==> src/rtl/mnbt_pkg.sv <==
// mnbt_pkg: shared types, codes and constants of the MIDI note/button tracker.
// Used by every module under rtl/; depends on nothing.
package mnbt_pkg;

  localparam int NUM_CTL   = 11;
  localparam int PCLASSES  = 12;
  localparam int HELD_W    = 16;
  localparam int PER_W     = 8;
  localparam int CFG_IDX_W = 3;
  localparam int CFG_DAT_W = 8;

  typedef enum logic [1:0] {
    CMD_MIDI = 2'd0,
    CMD_KEY  = 2'd1,
    CMD_TICK = 2'd2,
    CMD_NONE = 2'd3
  } cmd_t;

  localparam logic [7:0] STATUS_NOTE_OFF = 8'h80;
  localparam logic [7:0] STATUS_NOTE_ON  = 8'h90;

  localparam logic KIND_ECHO   = 1'b0;
  localparam logic KIND_REPORT = 1'b1;

  localparam logic [CFG_IDX_W-1:0] CFG_INPUT_BASE = 3'd0;
  localparam logic [CFG_IDX_W-1:0] CFG_SOUND_EN   = 3'd1;
  localparam logic [CFG_IDX_W-1:0] CFG_SOUND_VEL  = 3'd2;
  localparam logic [CFG_IDX_W-1:0] CFG_SOUND_BASE = 3'd3;
  localparam logic [CFG_IDX_W-1:0] CFG_REP_PERIOD = 3'd4;

  localparam logic [3:0] LAST_CTL = 4'd10;

  // pitch-class membership of each control, bit p = pitch class p
  localparam logic [PCLASSES-1:0] CTL_MASK [NUM_CTL] = '{
    12'h001, 12'h004, 12'h002, 12'h008, 12'hAA0, 12'h540,
    12'h001, 12'h004, 12'h010, 12'hAB5, 12'h54A
  };

  typedef struct packed {
    logic [1:0]  command;
    logic [23:0] midi_message;
    logic [5:0]  key_index;
    logic        key_on;
  } in_item_t;

  typedef struct packed {
    logic              kind;
    logic [7:0]        echo_status;
    logic [7:0]        echo_note;
    logic [6:0]        echo_velocity;
    logic [3:0]        control_index;
    logic [HELD_W-1:0] held_frames;
    logic              repeat_select;
    logic              last;
  } out_item_t;

  // decoded key event, valid for the item on the input port
  typedef struct packed {
    logic       newly;   // event presses a key that was released
    logic [7:0] key;     // key number within the window
  } key_stat_t;

  typedef struct packed {
    logic              start;
    logic [HELD_W-1:0] dividend;
    logic [PER_W-1:0]  divisor;
  } div_req_t;

  typedef struct packed {
    logic busy;
    logic done;
    logic rem_zero;
  } div_rsp_t;

endpackage

==> src/rtl/midi_note_button_tracker_unit.sv <==
// midi_note_button_tracker_unit: top level, sequencer, config registers,
// held-frame counters and output register. Depends on mnbt_pkg,
// mnbt_key_store and mnbt_rem_unit.
//
// Usage:
// - cfg_we/cfg_index/cfg_wdata write one config register per cycle. The user
//   must write only while the block is idle; the block has no guard for it.
// - in_valid/in_ready carry one request: a MIDI short message, a direct
//   key event or a frame tick. A request is taken only in the idle state.
// - out_valid/out_ready carry results: a note-on echo for a key that
//   newly turns on (sound enabled), or eleven control reports per tick,
//   the last with last=1.
// - Key requests update the pressed bits in the accept cycle; an echo passes
//   through the stage register to the output register. A request with no result
//   leaves in_ready high, so one can follow every cycle.
// - A tick walks the controls: CALC updates the counter, DIV waits on the
//   shared remainder unit (held mod period, two bits a cycle), PUSH hands the
//   report to the output register.
// - The output register holds a result until out_ready; while it is
//   full the sequencer waits with the next result, and input stays
//   blocked until the tick or echo is fully handed off.
// - Synchronous active-low reset: keys released, counters zero, config
//   at defaults (velocity 127, period 8), no output pending.
module midi_note_button_tracker_unit #(
  parameter int KEYS    = 60,
  parameter int OCTAVES = 5
) (
  input  logic                                  clk,
  input  logic                                  rst_n,
  input  logic                                  cfg_we,
  input  logic [mnbt_pkg::CFG_IDX_W-1:0]        cfg_index,
  input  logic [mnbt_pkg::CFG_DAT_W-1:0]        cfg_wdata,
  input  logic                                  in_valid,
  output logic                                  in_ready,
  input  mnbt_pkg::in_item_t                    in_data,
  output logic                                  out_valid,
  input  logic                                  out_ready,
  output mnbt_pkg::out_item_t                   out_data
);
  import mnbt_pkg::*;

  typedef enum logic [3:0] {
    ST_IDLE = 4'b0001,
    ST_CALC = 4'b0010,
    ST_DIV  = 4'b0100,
    ST_PUSH = 4'b1000
  } state_t;

  // config registers
  logic [6:0]       in_base_r;
  logic             snd_en_r;
  logic [6:0]       snd_vel_r;
  logic [6:0]       snd_base_r;
  logic [PER_W-1:0] period_r;

  state_t            state_r, state_nxt;
  logic [3:0]        ctl_r, ctl_nxt;
  logic [HELD_W-1:0] held_r [NUM_CTL];
  logic [HELD_W-1:0] h_nxt;
  logic [HELD_W-1:0] h_r;
  out_item_t         stage_r, stage_nxt;
  out_item_t         out_data_r;
  logic              out_valid_r;
  logic              in_acc;
  logic              push_ok;
  logic              ctl_act;
  logic              rep;
  logic [11:0]       pc_act;
  key_stat_t         key_stat;
  div_req_t          div_req;
  div_rsp_t          div_rsp;

  assign in_ready = (state_r == ST_IDLE);
  assign in_acc   = in_valid && in_ready;
  assign push_ok  = (state_r == ST_PUSH) && (!out_valid_r || out_ready);

  // ---------------------------------------------------------------------
  // config port
  // ---------------------------------------------------------------------
  always_ff @(posedge clk) begin
    if (!rst_n) begin
      in_base_r  <= 7'd0;
      snd_en_r   <= 1'b0;
      snd_vel_r  <= 7'd127;
      snd_base_r <= 7'd0;
      period_r   <= 8'd8;
    end else if (cfg_we) begin
      case (cfg_index)
        CFG_INPUT_BASE: in_base_r  <= cfg_wdata[6:0];
        CFG_SOUND_EN:   snd_en_r   <= cfg_wdata[0];
        CFG_SOUND_VEL:  snd_vel_r  <= cfg_wdata[6:0];
        CFG_SOUND_BASE: snd_base_r <= cfg_wdata[6:0];
        CFG_REP_PERIOD: period_r   <= cfg_wdata[PER_W-1:0];
        default: ;
      endcase
    end
  end

  // ---------------------------------------------------------------------
  // key bits and pitch-class activity
  // ---------------------------------------------------------------------
  mnbt_key_store #(
    .KEYS    (KEYS),
    .OCTAVES (OCTAVES)
  ) u_keys (
    .clk      (clk),
    .rst_n    (rst_n),
    .in_data  (in_data),
    .upd      (in_acc),
    .cfg_base (in_base_r),
    .key_stat (key_stat),
    .pc_act   (pc_act)
  );

  // control is active when any key of its pitch-class group is down
  assign ctl_act = |(pc_act & CTL_MASK[ctl_r]);

  always_comb begin
    if (!ctl_act) begin
      h_nxt = '0;
    end else if (held_r[ctl_r] == '1) begin
      h_nxt = '1;
    end else begin
      h_nxt = held_r[ctl_r] + HELD_W'(1);
    end
  end

  // shared remainder unit, started once per control
  assign div_req.start    = (state_r == ST_CALC);
  assign div_req.dividend = h_nxt;
  assign div_req.divisor  = period_r;

  mnbt_rem_unit u_rem (
    .clk     (clk),
    .rst_n   (rst_n),
    .div_req (div_req),
    .div_rsp (div_rsp)
  );

  // zero period: only held == 1 pulses
  assign rep = (h_r == HELD_W'(1)) ||
               ((h_r != '0) && (period_r != '0) && div_rsp.rem_zero);

  // ---------------------------------------------------------------------
  // sequencer
  // ---------------------------------------------------------------------
  always_comb begin
    state_nxt = state_r;
    ctl_nxt   = ctl_r;
    stage_nxt = stage_r;
    case (state_r)
      ST_IDLE: begin
        if (in_acc) begin
          if (in_data.command == CMD_TICK) begin
            ctl_nxt   = '0;
            state_nxt = ST_CALC;
          end else if (key_stat.newly && snd_en_r) begin
            stage_nxt               = '0;
            stage_nxt.kind          = KIND_ECHO;
            stage_nxt.echo_status   = STATUS_NOTE_ON;
            stage_nxt.echo_note     = {1'b0, snd_base_r} + key_stat.key;
            stage_nxt.echo_velocity = snd_vel_r;
            state_nxt               = ST_PUSH;
          end
        end
      end
      ST_CALC: begin
        state_nxt = ST_DIV;
      end
      ST_DIV: begin
        if (div_rsp.done) begin
          stage_nxt               = '0;
          stage_nxt.kind          = KIND_REPORT;
          stage_nxt.control_index = ctl_r;
          stage_nxt.held_frames   = h_r;
          stage_nxt.repeat_select = rep;
          stage_nxt.last          = (ctl_r == LAST_CTL);
          state_nxt               = ST_PUSH;
        end
      end
      ST_PUSH: begin
        if (push_ok) begin
          if ((stage_r.kind == KIND_ECHO) || stage_r.last) begin
            state_nxt = ST_IDLE;
          end else begin
            ctl_nxt   = ctl_r + 4'd1;
            state_nxt = ST_CALC;
          end
        end
      end
      default: begin
        state_nxt = ST_IDLE;
      end
    endcase
  end

  always_ff @(posedge clk) begin
    if (!rst_n) begin
      state_r     <= ST_IDLE;
      ctl_r       <= '0;
      out_valid_r <= 1'b0;
      for (int i = 0; i < NUM_CTL; i++) begin
        held_r[i] <= '0;
      end
    end else begin
      state_r <= state_nxt;
      ctl_r   <= ctl_nxt;
      if (state_r == ST_CALC) begin
        held_r[ctl_r] <= h_nxt;
      end
      if (push_ok) begin
        out_valid_r <= 1'b1;
      end else if (out_ready) begin
        out_valid_r <= 1'b0;
      end
    end
  end

  // payload registers
  always_ff @(posedge clk) begin
    stage_r <= stage_nxt;
    if (state_r == ST_CALC) begin
      h_r <= h_nxt;
    end
    if (push_ok) begin
      out_data_r <= stage_r;
    end
  end

  assign out_valid = out_valid_r;
  assign out_data  = out_data_r;

  // ---------------------------------------------------------------------
  // assertions
  // ---------------------------------------------------------------------
  a_div_to_push: assert property (@(posedge clk) disable iff (!rst_n)
    (state_r == ST_DIV && div_rsp.done) |=> (state_r == ST_PUSH))
    else $error("remainder done did not move sequencer to push");

  a_no_restart: assert property (@(posedge clk) disable iff (!rst_n)
    div_req.start |-> !div_rsp.busy)
    else $error("remainder unit started while busy");

  a_rep_nonzero: assert property (@(posedge clk) disable iff (!rst_n)
    (out_valid_r && out_data_r.repeat_select) |-> (out_data_r.held_frames != '0))
    else $error("repeat select with zero held count");

  a_last_idle: assert property (@(posedge clk) disable iff (!rst_n)
    (push_ok && stage_r.kind == KIND_REPORT && stage_r.last) |=>
      (state_r == ST_IDLE))
    else $error("tick did not end after last report");

endmodule

==> src/rtl/mnbt_key_store.sv <==
// mnbt_key_store: key pressed bits, event decode and pitch-class activity.
// Depends on mnbt_pkg.
module mnbt_key_store #(
  parameter int KEYS    = 60,
  parameter int OCTAVES = 5
) (
  input  logic                clk,
  input  logic                rst_n,
  input  mnbt_pkg::in_item_t  in_data,
  input  logic                upd,
  input  logic [6:0]          cfg_base,
  output mnbt_pkg::key_stat_t key_stat,
  output logic [11:0]         pc_act
);
  import mnbt_pkg::*;

  localparam int KW = $clog2(KEYS);
  localparam logic [7:0] KEYS8 = 8'(KEYS);

  logic [KEYS-1:0] pressed_r;
  logic [KEYS-1:0] pressed_nxt;
  logic            hit;
  logic            on;
  logic [7:0]      key;
  logic [7:0]      status;
  logic [7:0]      note;
  logic [7:0]      diff;
  logic [OCTAVES-1:0] term [PCLASSES];

  assign status = in_data.midi_message[7:0];
  assign note   = in_data.midi_message[15:8];
  assign diff   = note - {1'b0, cfg_base};

  always_comb begin
    hit = 1'b0;
    on  = 1'b0;
    key = diff;
    case (in_data.command)
      CMD_MIDI: begin
        on  = (status == STATUS_NOTE_ON) && (in_data.midi_message[23:16] != 8'd0);
        hit = ((status == STATUS_NOTE_OFF) || (status == STATUS_NOTE_ON)) &&
              !note[7] && (note >= {1'b0, cfg_base}) && (diff < KEYS8);
      end
      CMD_KEY: begin
        key = {2'b00, in_data.key_index};
        on  = in_data.key_on;
        hit = key < KEYS8;
      end
      default: begin
        hit = 1'b0;
      end
    endcase
  end

  assign key_stat.key   = key;
  assign key_stat.newly = hit && on && !pressed_r[key[KW-1:0]];

  always_comb begin
    pressed_nxt = pressed_r;
    if (upd && hit) begin
      pressed_nxt[key[KW-1:0]] = on;
    end
  end

  always_ff @(posedge clk) begin
    if (!rst_n) begin
      pressed_r <= '0;
    end else begin
      pressed_r <= pressed_nxt;
    end
  end

  // keys past KEYS count as released
  for (genvar p = 0; p < PCLASSES; p++) begin : g_pc
    for (genvar o = 0; o < OCTAVES; o++) begin : g_oct
      if (o * PCLASSES + p < KEYS) begin : g_key
        assign term[p][o] = pressed_r[o * PCLASSES + p];
      end else begin : g_pad
        assign term[p][o] = 1'b0;
      end
    end
    assign pc_act[p] = |term[p];
  end

endmodule

==> src/rtl/mnbt_rem_unit.sv <==
// mnbt_rem_unit: shared remainder unit, held count modulo repeat period,
// restoring division at two bits per cycle. Depends on mnbt_pkg.
module mnbt_rem_unit (
  input  logic               clk,
  input  logic               rst_n,
  input  mnbt_pkg::div_req_t div_req,
  output mnbt_pkg::div_rsp_t div_rsp
);
  import mnbt_pkg::*;

  logic              busy_r;
  logic              done_r;
  logic [2:0]        cnt_r;
  logic [PER_W-1:0]  rem_r;
  logic [PER_W-1:0]  rem_nxt;
  logic [PER_W-1:0]  rem_mid;
  logic [HELD_W-1:0] dvd_r;
  logic [PER_W-1:0]  dvs_r;

  function automatic logic [PER_W-1:0] rem_step(input logic [PER_W-1:0] rem,
                                                 input logic bit_in,
                                                 input logic [PER_W-1:0] dvs);
    logic [PER_W:0] t;
    t = {rem, bit_in};
    if (t >= {1'b0, dvs}) begin
      t = t - {1'b0, dvs};
    end
    return t[PER_W-1:0];
  endfunction

  assign rem_mid = rem_step(rem_r, dvd_r[HELD_W-1], dvs_r);
  assign rem_nxt = rem_step(rem_mid, dvd_r[HELD_W-2], dvs_r);

  always_ff @(posedge clk) begin
    if (!rst_n) begin
      busy_r <= 1'b0;
      done_r <= 1'b0;
      cnt_r  <= '0;
    end else begin
      done_r <= busy_r && (cnt_r == 3'd7);
      if (div_req.start) begin
        busy_r <= 1'b1;
        cnt_r  <= '0;
      end else if (busy_r) begin
        cnt_r <= cnt_r + 3'd1;
        if (cnt_r == 3'd7) begin
          busy_r <= 1'b0;
        end
      end
    end
  end

  always_ff @(posedge clk) begin
    if (div_req.start) begin
      dvd_r <= div_req.dividend;
      dvs_r <= div_req.divisor;
      rem_r <= '0;
    end else if (busy_r) begin
      dvd_r <= {dvd_r[HELD_W-3:0], 2'b00};
      rem_r <= rem_nxt;
    end
  end

  assign div_rsp.busy     = busy_r;
  assign div_rsp.done     = done_r;
  assign div_rsp.rem_zero = (rem_r == '0);

endmodule
==> config.mk <==
export PLATFORM = sky130hd
export DESIGN_NAME = midi_note_button_tracker_unit
export DESIGN_NICKNAME = d
export VERILOG_FILES = /design/src/rtl/mnbt_pkg.sv /design/src/rtl/midi_note_button_tracker_unit.sv /design/src/rtl/mnbt_key_store.sv /design/src/rtl/mnbt_rem_unit.sv
export SDC_FILE = /design/constraint.sdc
export NUM_CORES = 1
export LEC_CHECK = 0
export BUFFER_PORTS_ARGS = -buffer_cell sky130_fd_sc_hd__clkbuf_2
export CELL_PAD_IN_SITES_DETAIL_PLACEMENT = 1
export CELL_PAD_IN_SITES_GLOBAL_PLACEMENT = 1
export CORE_MARGIN = 2
export CORE_UTILIZATION = 27
export CTS_CLUSTER_SIZE = 16
export DETAILED_ROUTE_END_ITERATION = 12
export HOLD_SLACK_MARGIN = 0.03
export PLACE_DENSITY = 0.51
export SYNTH_ARGS = -nofsm -noshare
export SYNTH_HDL_FRONTEND = slang
export SYNTH_SLANG_ARGS = --single-unit
export TNS_END_PERCENT = 50
==> constraint.sdc <==
create_clock -name clk -period 15.7 [get_ports clk]
set_input_delay 0.785 -clock clk [delete_from_list [all_inputs] [get_ports clk]]
set_output_delay 0.785 -clock clk [all_outputs]
set_load 0.01 [all_outputs]
==> flow_metrics.tcl <==
set metrics [dict create \
    netlist_top_cells_count "edfxtp_1 (358), nor2_1 (242), nand2_1 (156)" \
    synth_cell_types 94 \
    place_ws_ns 10.39 \
    grt_pass1_vias 16700 \
    start_util 0.273 \
    root_buffer "clkbuf_16" \
    via_count 15800 \
    synth_edf_count 358 \
    worst_pin_slew_ns 1.18 \
    avgViaCountPerCell 5.00 \
    synth.avg_cell_area_sq_um 11.9 \
    grt_util_all_layers 0.164 \
    hold_path_startpoint "cfg_wdata[7]" \
    worstHoldPathType "in -> reg" \
    place_hpwl_mm 49.3 \
    maxCapViolCount 0 \
    dieWidth_um 295 \
    antenna_found_initial 1 \
    drive_gt1_frac 0.154 \
    leakage_nw 8.85 \
    final.setup_skew_ns 0.0568 \
    grt_max_degree 90 \
    period_share 0.314 \
    ir_drop_mv 0.0829 \
    start_kind "register" \
    setup_tns_ns 0 \
    netlist.area_leader.share 0.470 \
    ys_ff_latch 490 \
    rsz0062_at_grt "false" \
    routedWlPerCell_um 22.5 \
    finalHoldViolations 0 \
    cts_tree "yes" \
    dieArea_sq_mm 0.0870 \
    r2r_start "state_r[3]$_SDFFE_PN0P_" \
    cp.required_ns 15.93 \
    finalSetupViolations 0 \
    reg2reg_setup_slack_ns 10.77 \
    overflow 0 \
    yosysMostFrequentCell "edfxtp_1" \
    async_reset_ff_frac 0 \
    path_clk_slew_ns 0.06 \
    r2r-end "held_r[0][1]$_SDFFCE_PN0P_" \
    clk_latency_ns 0.65 \
    synth_warnings 0 \
    syn-instance-count 1924 \
    status "finished clean" \
    drt_iter0_drc 1016 \
    diodes 0 \
    gp_congestion 0.869 \
    hold_buffers 0 \
    hold_ws_ns 0.372 \
    num-nets-final 2079 \
    multiInputGateArea_sq_mm 0.00864 \
    seqCellArea_sq_mm 0.0134 \
    yosys.area.top_type "edfxtp_1" \
    fp.dieH_um 295 \
    synthTopCellsByArea "edfxtp_1 (47%), dfxtp_1 (12%), mux4_2 (6.2%), nor2_1 (4.0%), nand2_1 (2.6%)" \
    whs_path_depth 3 \
    critPathMaxFanout 36 \
    numCtsBuffers 55 \
    firstDrtPassIters 5 \
    io_pins 97 \
    clock-sinks 490 \
    syn_area_sq_mm 0.0229 \
    hold_end "period_r[7]$_SDFFE_PN0P_" \
    fmax_ghz 0.203 \
    htree_num_levels 2 \
    arrival_ns 5.16 \
    drt_wl_total_mm 71.1 \
    end_kind "register" \
    ys.flop_type "edfxtp_1" \
    clock_path_buffers 3 \
    cts.repair.resized 0 \
    synth-seq-area-share 0.586 \
    fin_ws_ns 10.77 \
    slew_viol_final 0 \
    power.density_mw_per_mm2 124 \
    crit_type "reg -> reg" \
    min_period_ns 4.93 \
    r2r_cells 7 \
    maxSlewHeadroom 0.214 \
    port_buffers 90 \
    post-cts-setup-buffers 0 \
    core_sq_mm 0.0837 \
    syn_to_final_growth_pct 15.0 \
    ant_nets 0 \
    drc 0 \
    n_fill_cell 9089 \
    grt_pass1_wl_mm 108 \
    core.rowCount 106 \
]
-- worst max-delay path by stage --
stage	from	cells past startpoint	end	slack (ns)
2_1_floorplan	in_data[15]	15	stage_r[0]$_SDFFCE_PN0P_	8.97
3_3_place_gp	in_data[15]	15	stage_r[10]$_SDFFCE_PN0P_	10.55
3_5_place_dp	in_data[16]	14	stage_r[13]$_SDFFCE_PN0P_	10.39
4_1_cts	state_r[3]$_SDFFE_PN0P_	7	held_r[0][1]$_SDFFCE_PN0P_	10.76
5_1_grt	u_rem.dvs_r[1]$_DFFE_PP_	18	u_rem.rem_r[0]$_SDFFE_PP0P_	10.35
6_report	state_r[3]$_SDFFE_PN0P_	7	held_r[0][1]$_SDFFCE_PN0P_	10.77
-- state kept, by name, indices dropped and copies added, names as in the netlist, named ones only --
| register | count |
|---|---|
| out_valid | 1 |
| u_rem.dvd_r | 16 |
| snd_en_r | 1 |
| snd_vel_r | 7 |
| out_data | 39 |
| h_r | 16 |
| state_r | 4 |
| ctl_r | 4 |
| stage_r | 39 |
| u_rem.busy_r | 1 |
| in_base_r | 7 |
| period_r | 8 |
| u_rem.cnt_r | 3 |
| u_keys.pressed_r | 60 |
| u_rem.rem_r | 8 |
| u_rem.dvs_r | 8 |
| snd_base_r | 7 |
| held_r | 256 |
| u_rem.done_r | 1 |
-- cell type report --
cell class / instances / share of cell area
Timing Repair Buffer: 119 / 0.0254
Sequential cell: 490 / 0.510
Clock buffer: 71 / 0.0562
Clock inverter: 32 / 0.0155
Multi-Input combinational cell: 1251 / 0.329
Tap cell: 1134 / 0.0540
Inverter: 70 / 0.0100
-- per-layer routing --
metal / up-vias / global-route usage / wire length, um
li1: 7257 / - / -
met1: 8208 / 0.226 / 33300
met2: 300 / 0.271 / 33800
met3: 78 / 0.0227 / 2590
met4: 0 / 0.0402 / 1370
met5: - / 0 / 0
-- critical path, stage by stage (launching register included) --
cell and delay, ns:
dfxtp_1 0.36, or4b_2 0.69, buf_4 0.27, inv_2 0.57, nand2_1 0.22, nor3_1 0.66
nand2_1 0.77, nand2_1 0.97
-- stage by stage --
step / std cells / instance area [sq um] / total power [mW] / util
finish: 3167 / 26300 / 3.26 / 0.314
global route: 3167 / 26300 / 3.40 / 0.314
CTS: 3167 / 26300 / 3.30 / 0.314
detailed placement: 3064 / 24400 / 1.95 / 0.291
global placement: 3064 / 24400 / 1.94 / 0.291
floorplan: 1929 / 22900 / 1.82 / -
-- where the power goes --
| part | switching [mW] | internal (mW) |
|---|---|---|
| Clock | 0.552 | 0.786 |
| Sequential | 0.0232 | 1.41 |
| Combinational | 0.296 | 0.190 |
| Total | 0.871 | 2.39 |
-- placed cells by master (no fill, tap or decap), types with 7 or more instances in the layout --
cell type	instances
nand4_1	17
nor3_1	27
clkinv_1	11
o31ai_1	23
nand3_1	87
clkbuf_1	12
edfxtp_1	358
nor4_1	24
bufinv_16	7
ha_1	39
mux2i_1	30
or3_1	27
o32ai_1	9
or2_2	11
a21oi_1	108
xor2_1	11
clkbuf_16	55
o21a_1	7
a22oi_1	14
mux4_1	12
dfxtp_1	129
inv_1	64
a21o_1	12
nor2_1	241
nand3b_1	10
buf_4	29
o21ai_0	90
and2_1	31
nand2_1	156
nand2b_1	13
clkbuf_2	90
mux4_2	63
xnor2_1	19
mux2_2	7
and3_1	9
clkinv_2	7
nor2b_1	26
-- kinds of logic (layout without fill, tap and decap cells) --
logic type	count (synthesis)	after routing	synth area share
AO/OA/AOI/OAI	346	346	0.0963
XOR/XNOR	30	30	0.0115
adder cells (fa/ha/maj)	43	43	0.0249
buffers and inverters	188	292	0.0378
flip-flops	490	490	0.586
multiplexers	114	114	0.0941
other	1	6	0.000164
AND/OR/NAND/NOR	712	712	0.149
No activity file was read; power rests on OpenSTA's default activity.
